--- src/rtl/bfd_pkg.sv ---
// Package for the bearing block: constants, payload types and the CORDIC angle table.
package bfd_pkg;

    localparam int CoordWidth   = 24;
    localparam int DiffWidth    = CoordWidth + 1;
    localparam int XyWidth      = 28;
    localparam int ZWidth       = 26;
    localparam int BearingWidth = 17;
    localparam int InDataWidth  = 4 * CoordWidth;
    localparam int OutDataWidth = ((BearingWidth + 7) / 8) * 8;
    localparam int DefaultIterations = 16;

    // Fixed bearings in 1/256 degree
    localparam logic [BearingWidth-1:0] Bearing0   = 17'd0;
    localparam logic [BearingWidth-1:0] Bearing90  = 17'd23040;
    localparam logic [BearingWidth-1:0] Bearing180 = 17'd46080;
    localparam logic [BearingWidth-1:0] Bearing270 = 17'd69120;
    localparam logic [BearingWidth-1:0] Bearing360 = 17'd92160;

    // 90 degrees in angle-accumulator units of 2^-16 degree
    localparam logic signed [ZWidth-1:0] Deg90Z = 26'sd5898240;
    localparam logic signed [ZWidth-1:0] ZRound = 26'sd128;

    // Quadrant and fixed-result information that rides along the chain
    typedef struct packed {
        logic                    fixed_sel;
        logic [BearingWidth-1:0] fixed_bearing;
        logic                    dx_neg;
        logic                    same_sign;
    } side_t;

    // One vector in flight through the rotation chain
    typedef struct packed {
        logic signed [XyWidth-1:0] x;
        logic signed [XyWidth-1:0] y;
        logic signed [ZWidth-1:0]  z;
        side_t                     side;
    } vec_t;

    // round(atan(2^-i) in degrees * 65536)
    function automatic logic signed [ZWidth-1:0] atan_entry(input logic [4:0] idx);
        logic signed [ZWidth-1:0] val;
        case (idx)
            5'd0:    val = 26'sd2949120;
            5'd1:    val = 26'sd1740967;
            5'd2:    val = 26'sd919879;
            5'd3:    val = 26'sd466945;
            5'd4:    val = 26'sd234379;
            5'd5:    val = 26'sd117304;
            5'd6:    val = 26'sd58666;
            5'd7:    val = 26'sd29335;
            5'd8:    val = 26'sd14668;
            5'd9:    val = 26'sd7334;
            5'd10:   val = 26'sd3667;
            5'd11:   val = 26'sd1833;
            5'd12:   val = 26'sd917;
            5'd13:   val = 26'sd458;
            5'd14:   val = 26'sd229;
            5'd15:   val = 26'sd115;
            5'd16:   val = 26'sd57;
            5'd17:   val = 26'sd29;
            5'd18:   val = 26'sd14;
            5'd19:   val = 26'sd7;
            5'd20:   val = 26'sd4;
            5'd21:   val = 26'sd2;
            5'd22:   val = 26'sd1;
            default: val = 26'sd0;
        endcase
        return val;
    endfunction

endpackage

--- src/rtl/bfd_prep.sv ---
// Input stage: forms the displacement, its magnitudes, quadrant flags and fixed bearings.
module bfd_prep (
    input  logic                               clk,
    input  logic                               rst_n,
    input  logic                               in_valid,
    output logic                               in_ready,
    input  logic [bfd_pkg::InDataWidth-1:0]    in_data,
    output logic                               out_valid,
    input  logic                               out_ready,
    output bfd_pkg::vec_t                      out_vec
);

    logic                                  valid_reg;
    logic                                  valid_next;
    bfd_pkg::vec_t                         vec_reg;
    bfd_pkg::vec_t                         vec_next;
    logic signed [bfd_pkg::DiffWidth-1:0]  dx;
    logic signed [bfd_pkg::DiffWidth-1:0]  dy;
    logic signed [bfd_pkg::DiffWidth-1:0]  abs_dx;
    logic signed [bfd_pkg::DiffWidth-1:0]  abs_dy;
    logic                                  dx_zero;
    logic                                  dy_zero;

    // Take a new transfer when empty or when the next cell moves on
    assign in_ready = !valid_reg || out_ready;

    // Sign-extend and subtract the coordinates
    always_comb
    begin
        dx = $signed({in_data[23], in_data[23:0]}) - $signed({in_data[71], in_data[71:48]});
        dy = $signed({in_data[47], in_data[47:24]}) - $signed({in_data[95], in_data[95:72]});
        abs_dx = dx[bfd_pkg::DiffWidth-1] ? -dx : dx;
        abs_dy = dy[bfd_pkg::DiffWidth-1] ? -dy : dy;
        dx_zero = (dx == '0);
        dy_zero = (dy == '0);
    end

    // Build the starting vector and the side information
    always_comb
    begin
        vec_next.x = $signed({{(bfd_pkg::XyWidth-bfd_pkg::DiffWidth){1'b0}}, abs_dx});
        vec_next.y = $signed({{(bfd_pkg::XyWidth-bfd_pkg::DiffWidth){1'b0}}, abs_dy});
        vec_next.z = '0;
        vec_next.side.dx_neg    = dx[bfd_pkg::DiffWidth-1];
        vec_next.side.same_sign = (dx[bfd_pkg::DiffWidth-1] == dy[bfd_pkg::DiffWidth-1]);
        vec_next.side.fixed_sel = dx_zero || dy_zero;
        if (dx_zero && !dy_zero && !dy[bfd_pkg::DiffWidth-1])
            vec_next.side.fixed_bearing = bfd_pkg::Bearing180;
        else if (dx_zero && !dy_zero)
            vec_next.side.fixed_bearing = bfd_pkg::Bearing0;
        else if (dy_zero && !dx_zero && !dx[bfd_pkg::DiffWidth-1])
            vec_next.side.fixed_bearing = bfd_pkg::Bearing90;
        else
            vec_next.side.fixed_bearing = bfd_pkg::Bearing270;
    end

    // Hold or advance the valid flag
    assign valid_next = in_ready ? in_valid : valid_reg;

    always_ff @(posedge clk or negedge rst_n)
    begin
        if (!rst_n)
            valid_reg <= 1'b0;
        else
            valid_reg <= valid_next;
    end

    // Load the payload on an accepted transfer
    always_ff @(posedge clk)
    begin
        if (in_valid && in_ready)
            vec_reg <= vec_next;
    end

    assign out_valid = valid_reg;
    assign out_vec   = vec_reg;

endmodule

--- src/rtl/bfd_cell.sv ---
// One CORDIC vectoring cell: a single micro-rotation with its own output register.
module bfd_cell #(
    parameter int SHIFT = 0
) (
    input  logic           clk,
    input  logic           rst_n,
    input  logic           in_valid,
    output logic           in_ready,
    input  bfd_pkg::vec_t  in_vec,
    output logic           out_valid,
    input  logic           out_ready,
    output bfd_pkg::vec_t  out_vec
);

    logic                                 valid_reg;
    logic                                 valid_next;
    bfd_pkg::vec_t                        vec_reg;
    bfd_pkg::vec_t                        vec_next;
    logic signed [bfd_pkg::XyWidth-1:0]   xs;
    logic signed [bfd_pkg::XyWidth-1:0]   ys;
    logic signed [bfd_pkg::ZWidth-1:0]    step_angle;

    assign in_ready   = !valid_reg || out_ready;
    assign step_angle = bfd_pkg::atan_entry(5'(SHIFT));

    // Rotate toward the x axis by the sign of y
    always_comb
    begin
        xs = in_vec.x >>> SHIFT;
        ys = in_vec.y >>> SHIFT;
        vec_next.side = in_vec.side;
        if (!in_vec.y[bfd_pkg::XyWidth-1])
        begin
            vec_next.x = in_vec.x + ys;
            vec_next.y = in_vec.y - xs;
            vec_next.z = in_vec.z + step_angle;
        end
        else
        begin
            vec_next.x = in_vec.x - ys;
            vec_next.y = in_vec.y + xs;
            vec_next.z = in_vec.z - step_angle;
        end
    end

    assign valid_next = in_ready ? in_valid : valid_reg;

    always_ff @(posedge clk or negedge rst_n)
    begin
        if (!rst_n)
            valid_reg <= 1'b0;
        else
            valid_reg <= valid_next;
    end

    always_ff @(posedge clk)
    begin
        if (in_valid && in_ready)
            vec_reg <= vec_next;
    end

    assign out_valid = valid_reg;
    assign out_vec   = vec_reg;

endmodule

--- src/rtl/bfd_post.sv ---
// Output stage: clamps and rounds the angle, places it in its quadrant, holds the result.
module bfd_post (
    input  logic                                clk,
    input  logic                                rst_n,
    input  logic                                in_valid,
    output logic                                in_ready,
    input  bfd_pkg::vec_t                       in_vec,
    output logic                                out_valid,
    input  logic                                out_ready,
    output logic [bfd_pkg::BearingWidth-1:0]    bearing
);

    logic                                   valid_reg;
    logic                                   valid_next;
    logic [bfd_pkg::BearingWidth-1:0]       bearing_reg;
    logic [bfd_pkg::BearingWidth-1:0]       bearing_next;
    logic signed [bfd_pkg::ZWidth-1:0]      z_clamp;
    logic signed [bfd_pkg::ZWidth-1:0]      z_round;
    logic [bfd_pkg::BearingWidth-1:0]       theta;
    logic [bfd_pkg::BearingWidth-1:0]       base;
    logic [bfd_pkg::BearingWidth-1:0]       sum;

    assign in_ready = !valid_reg || out_ready;

    // Clamp to 0..90 degrees and round to 1/256 degree, ties upward
    always_comb
    begin
        if (in_vec.z[bfd_pkg::ZWidth-1])
            z_clamp = '0;
        else if (in_vec.z > bfd_pkg::Deg90Z)
            z_clamp = bfd_pkg::Deg90Z;
        else
            z_clamp = in_vec.z;
        z_round = z_clamp + bfd_pkg::ZRound;
        theta   = bfd_pkg::BearingWidth'(z_round[bfd_pkg::ZWidth-1:8]);
    end

    // Offset from the 90 or 270 degree base, or take the fixed bearing; wrap a full circle to zero
    always_comb
    begin
        base = in_vec.side.dx_neg ? bfd_pkg::Bearing270 : bfd_pkg::Bearing90;
        sum  = in_vec.side.same_sign ? (base + theta) : (base - theta);
        if (in_vec.side.fixed_sel)
            bearing_next = in_vec.side.fixed_bearing;
        else if (sum >= bfd_pkg::Bearing360)
            bearing_next = sum - bfd_pkg::Bearing360;
        else
            bearing_next = sum;
    end

    assign valid_next = in_ready ? in_valid : valid_reg;

    always_ff @(posedge clk or negedge rst_n)
    begin
        if (!rst_n)
            valid_reg <= 1'b0;
        else
            valid_reg <= valid_next;
    end

    always_ff @(posedge clk)
    begin
        if (in_valid && in_ready)
            bearing_reg <= bearing_next;
    end

    assign out_valid = valid_reg;
    assign bearing   = bearing_reg;

endmodule

--- src/rtl/bearing_from_displacement_top.sv ---
// Registers from input transfer to result: bfd_prep, each rotation cell, then bfd_post.
// Throughput: one item per cycle while the output is not stalled; each rotation cell holds one vector and passes it on.
// Every stage has its own valid register, so bubbles close up and input is taken while
// a result waits at the output, as long as some stage is still empty.
// Reset: rst_n asynchronously clears all valid flags; payload registers are not reset.
module bearing_from_displacement_top #(
    parameter int CORDIC_ITERATIONS = bfd_pkg::DefaultIterations
) (
    input  logic                                 clk,
    input  logic                                 rst_n,
    input  logic                                 s_axis_tvalid,
    output logic                                 s_axis_tready,
    // point_a_x [23:0], point_a_y [47:24], point_b_x [71:48], point_b_y [95:72]
    input  logic [bfd_pkg::InDataWidth-1:0]      s_axis_tdata,
    output logic                                 m_axis_tvalid,
    input  logic                                 m_axis_tready,
    // bearing [16:0], zero fill [23:17]
    output logic [bfd_pkg::OutDataWidth-1:0]     m_axis_tdata
);

    logic                              stage_valid [0:CORDIC_ITERATIONS];
    logic                              stage_ready [0:CORDIC_ITERATIONS];
    bfd_pkg::vec_t                     stage_vec   [0:CORDIC_ITERATIONS];
    logic [bfd_pkg::BearingWidth-1:0]  bearing;

    // Displacement and magnitudes
    bfd_prep u_prep (
        .clk       (clk),
        .rst_n     (rst_n),
        .in_valid  (s_axis_tvalid),
        .in_ready  (s_axis_tready),
        .in_data   (s_axis_tdata),
        .out_valid (stage_valid[0]),
        .out_ready (stage_ready[0]),
        .out_vec   (stage_vec[0])
    );

    // Chain of rotation cells
    for (genvar k = 0; k < CORDIC_ITERATIONS; k++)
    begin : g_cell
        bfd_cell #(
            .SHIFT (k)
        ) u_cell (
            .clk       (clk),
            .rst_n     (rst_n),
            .in_valid  (stage_valid[k]),
            .in_ready  (stage_ready[k]),
            .in_vec    (stage_vec[k]),
            .out_valid (stage_valid[k+1]),
            .out_ready (stage_ready[k+1]),
            .out_vec   (stage_vec[k+1])
        );
    end

    // Rounding, quadrant placement and output register
    bfd_post u_post (
        .clk       (clk),
        .rst_n     (rst_n),
        .in_valid  (stage_valid[CORDIC_ITERATIONS]),
        .in_ready  (stage_ready[CORDIC_ITERATIONS]),
        .in_vec    (stage_vec[CORDIC_ITERATIONS]),
        .out_valid (m_axis_tvalid),
        .out_ready (m_axis_tready),
        .bearing   (bearing)
    );

    assign m_axis_tdata = {{(bfd_pkg::OutDataWidth-bfd_pkg::BearingWidth){1'b0}}, bearing};

endmodule

--- config.mk ---
export PLATFORM = sky130hd
export DESIGN_NAME = bearing_from_displacement_top
export DESIGN_NICKNAME = d
export VERILOG_FILES = /design/src/rtl/bfd_pkg.sv /design/src/rtl/bfd_prep.sv /design/src/rtl/bfd_cell.sv /design/src/rtl/bfd_post.sv /design/src/rtl/bearing_from_displacement_top.sv
export SDC_FILE = /design/constraint.sdc
export NUM_CORES = 2
export LEC_CHECK = 0
export BUFFER_PORTS_ARGS = -buffer_cell sky130_fd_sc_hd__buf_2
export CAP_MARGIN = 10
export CORE_ASPECT_RATIO = 0.6
export CORE_UTILIZATION = 60
export DETAILED_ROUTE_END_ITERATION = 7
export PLACE_DENSITY = 0.79
export SLEW_MARGIN = 20
export SYNTH_ARGS = -nofsm -noshare
export SYNTH_HDL_FRONTEND = slang
export SYNTH_SLANG_ARGS = --single-unit
--- constraint.sdc ---
create_clock -name clk -period 6.15 [get_ports clk]
set_input_delay 0.9225 -clock clk [delete_from_list [all_inputs] [get_ports clk]]
set_output_delay 0.9225 -clock clk [all_outputs]
set_load 0.02 [all_outputs]
# ---- After elaboration in Yosys (flattened, before gate mapping)
# Cells that the tools add are included.
dict set report op_classes {
  n_addsub 94
  n_mux 25
  n_reduce_logical 66
  n_eq_ne 1
  n_lt_le_gt_ge 2
}
# op count
set ops {}
lappend ops {{82-bit 2-to-1 mux} 14}
lappend ops {{17-bit 2-to-1 mux} 5}
lappend ops {{28-bit by 14-bit adder with 28-bit output} 2}
lappend ops {{28-bit by 15-bit adder with 28-bit output} 2}
lappend ops {{28-bit by 16-bit adder with 28-bit output} 2}
lappend ops {{28-bit by 17-bit adder with 28-bit output} 2}
lappend ops {{28-bit by 18-bit adder with 28-bit output} 2}
lappend ops {{28-bit by 19-bit adder with 28-bit output} 2}
lappend ops {{28-bit by 20-bit adder with 28-bit output} 2}
lappend ops {{28-bit by 21-bit adder with 28-bit output} 2}
lappend ops {{28-bit by 22-bit adder with 28-bit output} 2}
lappend ops {{28-bit by 23-bit adder with 28-bit output} 2}
lappend ops {{28-bit by 24-bit adder with 28-bit output} 2}
lappend ops {{28-bit by 25-bit adder with 28-bit output} 2}
lappend ops {{28-bit by 26-bit adder with 28-bit output} 2}
lappend ops {{28-bit by 14-bit subtractor with 28-bit output} 2}
lappend ops {{28-bit by 15-bit subtractor with 28-bit output} 2}
lappend ops {{28-bit by 16-bit subtractor with 28-bit output} 2}
lappend ops {{28-bit by 17-bit subtractor with 28-bit output} 2}
lappend ops {{28-bit by 18-bit subtractor with 28-bit output} 2}
lappend ops {{28-bit by 19-bit subtractor with 28-bit output} 2}
lappend ops {{28-bit by 20-bit subtractor with 28-bit output} 2}
lappend ops {{28-bit by 21-bit subtractor with 28-bit output} 2}
lappend ops {{28-bit by 22-bit subtractor with 28-bit output} 2}
lappend ops {{56 further kinds} 125}
dict set report word_totals {
  register_bits 1623
  out_inout_bits 26
  inputBits 100
}

# ---- Longest topological paths before layout
dict set report depth {
  word_depth 20
  depth_mapped 26
}

# ---- Hierarchy
# A second synthesis with hierarchy kept.
dict set report hier_totals {
  cells_unflattened 14495
  area_unflattened_um2 139852.9
}
# mod area_per_inst_um2 cells_per_inst n_inst
set modules_own_cells {}
lappend modules_own_cells {{bfd_cell at g_cell[6].u_cell} 8613.3 916 1}
lappend modules_own_cells {{bfd_cell at g_cell[1].u_cell} 8449.4 874 1}
lappend modules_own_cells {{bfd_cell at g_cell[7].u_cell} 8310.5 849 1}
lappend modules_own_cells {{bfd_cell at g_cell[0].u_cell} 8300.5 882 1}
lappend modules_own_cells {{bfd_cell at g_cell[10].u_cell} 8254.2 844 1}
lappend modules_own_cells {{bfd_cell at g_cell[9].u_cell} 8254.2 837 1}
lappend modules_own_cells {{bfd_cell at g_cell[3].u_cell} 8214.1 832 1}
lappend modules_own_cells {{bfd_cell at g_cell[11].u_cell} 8179.1 861 1}
lappend modules_own_cells {{bfd_cell at g_cell[4].u_cell} 8170.3 825 1}
lappend modules_own_cells {{bfd_cell at g_cell[14].u_cell} 8152.8 847 1}
lappend modules_own_cells {{bfd_cell at g_cell[8].u_cell} 8065.2 822 1}
lappend modules_own_cells {{bfd_cell at g_cell[2].u_cell} 8015.2 805 1}
lappend modules_own_cells {{bfd_cell at g_cell[15].u_cell} 7990.2 800 1}
lappend modules_own_cells {{bfd_cell at g_cell[5].u_cell} 7965.1 800 1}
lappend modules_own_cells {{+5 rows} -- -- --}

# ---- Worst setup path after synthesis
# No wires, ideal clock.
dict set report synth_path {
  kind {input-to-reg}
  from {in m_axis_tready}
  to {reg g_cell[6].u_cell.vec_reg, in the netlist g_cell[6].u_cell.out_vec[0], enable pin}
  t_arrival_ns 5.370
  setup_ns 0.550
  required_ns 5.600
  stages 6
  slack_ns 0.230
  cell_sequence {nor2b_1 nand3_1 nor2_1 nand2_1 nor3_1 nor2b_1}
}
dict set report synth_via {
  elab_chain_len 12
}
# item line
set synth_rtl {}
lappend synth_rtl {{start: declaration} bearing_from_displacement_top.sv:16} ;# input logic m_axis_tready,
lappend synth_rtl {{1-bit logical OR} bfd_post.sv:23} ;# assign in_ready = !valid_reg || out_ready;
lappend synth_rtl {{1-bit logical OR (10 in a row)} bfd_cell.sv:23} ;# assign in_ready = !valid_reg || out_ready;
lappend synth_rtl {{1-bit logical AND} bfd_cell.sv:58} ;# if (in_valid && in_ready)
lappend synth_rtl {{end signal: assignment} bfd_cell.sv:59} ;# vec_reg <= vec_next;
lappend synth_rtl {{end: declaration} bfd_cell.sv:17} ;# bfd_pkg::vec_t vec_reg;
# No other way between the ends.
# A chain may end at the register's enable or synchronous reset.

==> results_dict.tcl <==
set metrics [dict create \
    cp.depth 18 \
    syn-cell-area_sq_um 105000 \
    multi_input_area_sq_um 62100 \
    critical_path_required_ns 6.70 \
    drv_slew 0 \
    dieArea_sq_um 177000 \
    min_period_over_period_pct 91.7 \
    async_reset_ff_share_pct 1.33 \
    critPathKind "flop to flop" \
    rsz0062_at_grt "false" \
    antenna_found_initial 24 \
    ys_seq_area_share_pct 38.7 \
    yosys.area_share.simple_pct 16.1 \
    cpLargestDelayFamily "compound AO/OA/AOI/OAI gates" \
    layout_commonest_cell "edfxtp_1" \
    hold_violations 0 \
    setup_violations 0 \
    layout_common_cells "edfxtp_1 (1337), nor2_1 (1285), ha_1 (1179), xnor2_1 (985), a21oi_1 (884)" \
    syn_inst 10700 \
    routed-via-count 84000 \
    synth_top_family_by_area "simple AND/OR/NAND/NOR gates" \
    core_sq_um 173000 \
    grt_use_total_pct 30.9 \
    synth-seq-cells 1355 \
    synth-compound-area-share_pct 15.2 \
    hp-class "input pin to async pin" \
    relSlewSlack_pct 12.3 \
    fillers 13600 \
    final-seq-area_sq_um 40600 \
    max_cap_violations 0 \
    cts_tree "done" \
    tightest_slew_ns 1.31 \
    path_max_fanout 5 \
    overflow 0 \
    top_level_ports 126 \
    cts_hold_buffers 0 \
    dp_hpwl_mm 223 \
    fin_cells 13400 \
    path_buf_inv 3 \
    die_y_microns 326 \
    dp_cells 13200 \
    postRouteAntennaNets 0 \
    place_congestion 1.02 \
    largest_register_ffs 1261 \
    die-width_microns 542 \
    cts_buffer_depth 4 \
    syn_avg_cell_area_sq_um 9.78 \
    start_util_pct 60.6 \
    cts_buffers 142 \
    crit_path_top_delay_cell "nor4_1" \
    cpMostUsedCell "inv_1" \
    utilization_pct 65.5 \
    num-nets-final 12300 \
    fin_skew_ns 0.0379 \
    drt-total-wl_mm 280 \
    setup_tns_ns 0 \
    synth_flop_cell "edfxtp_1" \
    row_count 118 \
    drive_gt1_share_pct 5.83 \
    avgViaCountPerCell 6.25 \
    area_growth_syn_to_layout_pct 8.05 \
    drt_iter0_drc 9555 \
    portBuffers 118 \
    grt_max_degree 76 \
    cts_sinks 1355 \
    cp_cell_sequence "inv_1 -> ha_1 -> inv_1 -> nor4_1 -> nor2_1 -> xnor2_1 -> ha_1 -> a21o_1 -> a21oi_1 -> inv_1 -> o311a_1 -> a311oi_1 -> or3_1 -> nand3_1 -> or4_1 -> a311oi_1 -> a21oi_1 -> xnor2_1" \
    clkTransAtPathRegs_ns 0.07 \
    grt_pass1_wl_mm 433 \
    htreeDepth 4 \
    max_freq_mhz 177 \
    ys_warn_count 0 \
    critPathLaunchType "flop" \
    root_buffer "clkbuf_16" \
    synth_edf_count 1337 \
    synth-xor-area-share_pct 12.4 \
    crit_path_end_kind "flop" \
    first_pass_iters 6 \
    drc_errors 0 \
    synth_fa_ha_area_share_pct 14.8 \
    synthMuxAreaShare_pct 0.505 \
    period_needed_ns 5.64 \
    detail_route.wl_per_cell_microns 20.8 \
    outcome "completed" \
    r2r_cells 18 \
    critical_path.max_stage_delay_ns 0.81 \
    synth.distinct_cells 96 \
    crit_arrival_ns 6.19 \
    insertion_delay_ns 0.81 \
    grt_pass1_vias 78000 \
]
[stage by stage]
stage	worst slack (ns)	hold WS, ns	cell area (sq um)
finish	0.510	0.123	113000
CTS	0.254	0.0839	113000
floorplan	0.230	0.400	105000
global route	0.0389	0.115	113000
detailed placement	0.252	0.405	109000
global placement	0.349	0.402	109000
[logic make-up after synthesis]
logic type	after synthesis
xor gates and xnor gates	1480
other	1
and+or+nand+nor	3513
DFF	1355
muxes	49
buffers and inverters	607
adders and majority gates	1220
AOI/OAI and AO/OA	2496
[routing by layer]
metal	share of wire (%)	global-route usage (%)	up-vias
met2	41	44.7	3563
li1	-	-	40000
met1	46	46.6	40000
met3	11	7.65	423
met4	1.9	6.32	12
met5	0.025	0	-
[worst paths after layout]
path / start / endpoint / slack [ns]
max: g_cell[10].u_cell.out_vec[57] / g_cell[11].u_cell.out_vec[101] / 0.51
min: rst_n / u_post.out_valid / 0.12
max reg2reg: g_cell[10].u_cell.out_vec[57] / g_cell[11].u_cell.out_vec[101] / 0.51
min reg2reg: g_cell[6].u_cell.out_vec[1] / g_cell[7].u_cell.out_vec[1] / 0.39
max in group asynchronous: rst_n / u_prep.out_valid / 5.56
min in group clk: g_cell[6].u_cell.out_vec[1] / g_cell[7].u_cell.out_vec[1] / 0.39
[Yosys cell counts (170+ instances only)]
| cell | number | area, sq um |
|---|---|---|
| edfxtp_1 | 1337 | 40100 |
| nor2_1 | 1286 | 4830 |
| ha_1 | 1179 | 14800 |
| xnor2_1 | 992 | 8690 |
| a21oi_1 | 884 | 4420 |
| nand2_1 | 500 | 1880 |
| xor2_1 | 484 | 4240 |
| inv_1 | 468 | 1760 |
| nor3_1 | 457 | 2290 |
| o21ai_0 | 442 | 2210 |
| nand3_1 | 236 | 1180 |
| nor2b_1 | 185 | 1160 |
| a21o_1 | 170 | 1280 |
[layout make-up]
type / count / area share [%]
multi-input cells: 8765 / 54.8
flip-flops and latches: 1355 / 35.8
clock buffers: 170 / 3.33
well taps: 2340 / 2.58
inverters: 473 / 1.57
repair buffers: 242 / 1.35
clock inverters: 72 / 0.505
diodes: 21 / 0.0464
[repair_timing]
| action | CTS | global route |
|---|---|---|
| setup buffers | 0 | 1 |
| gates resized for setup | 0 | 5 |
| setup endpoints to repair | 0 | 5 |
Power is not shown: default switching activity piles up to over one toggle a cycle in this logic, so the estimate is an artifact.
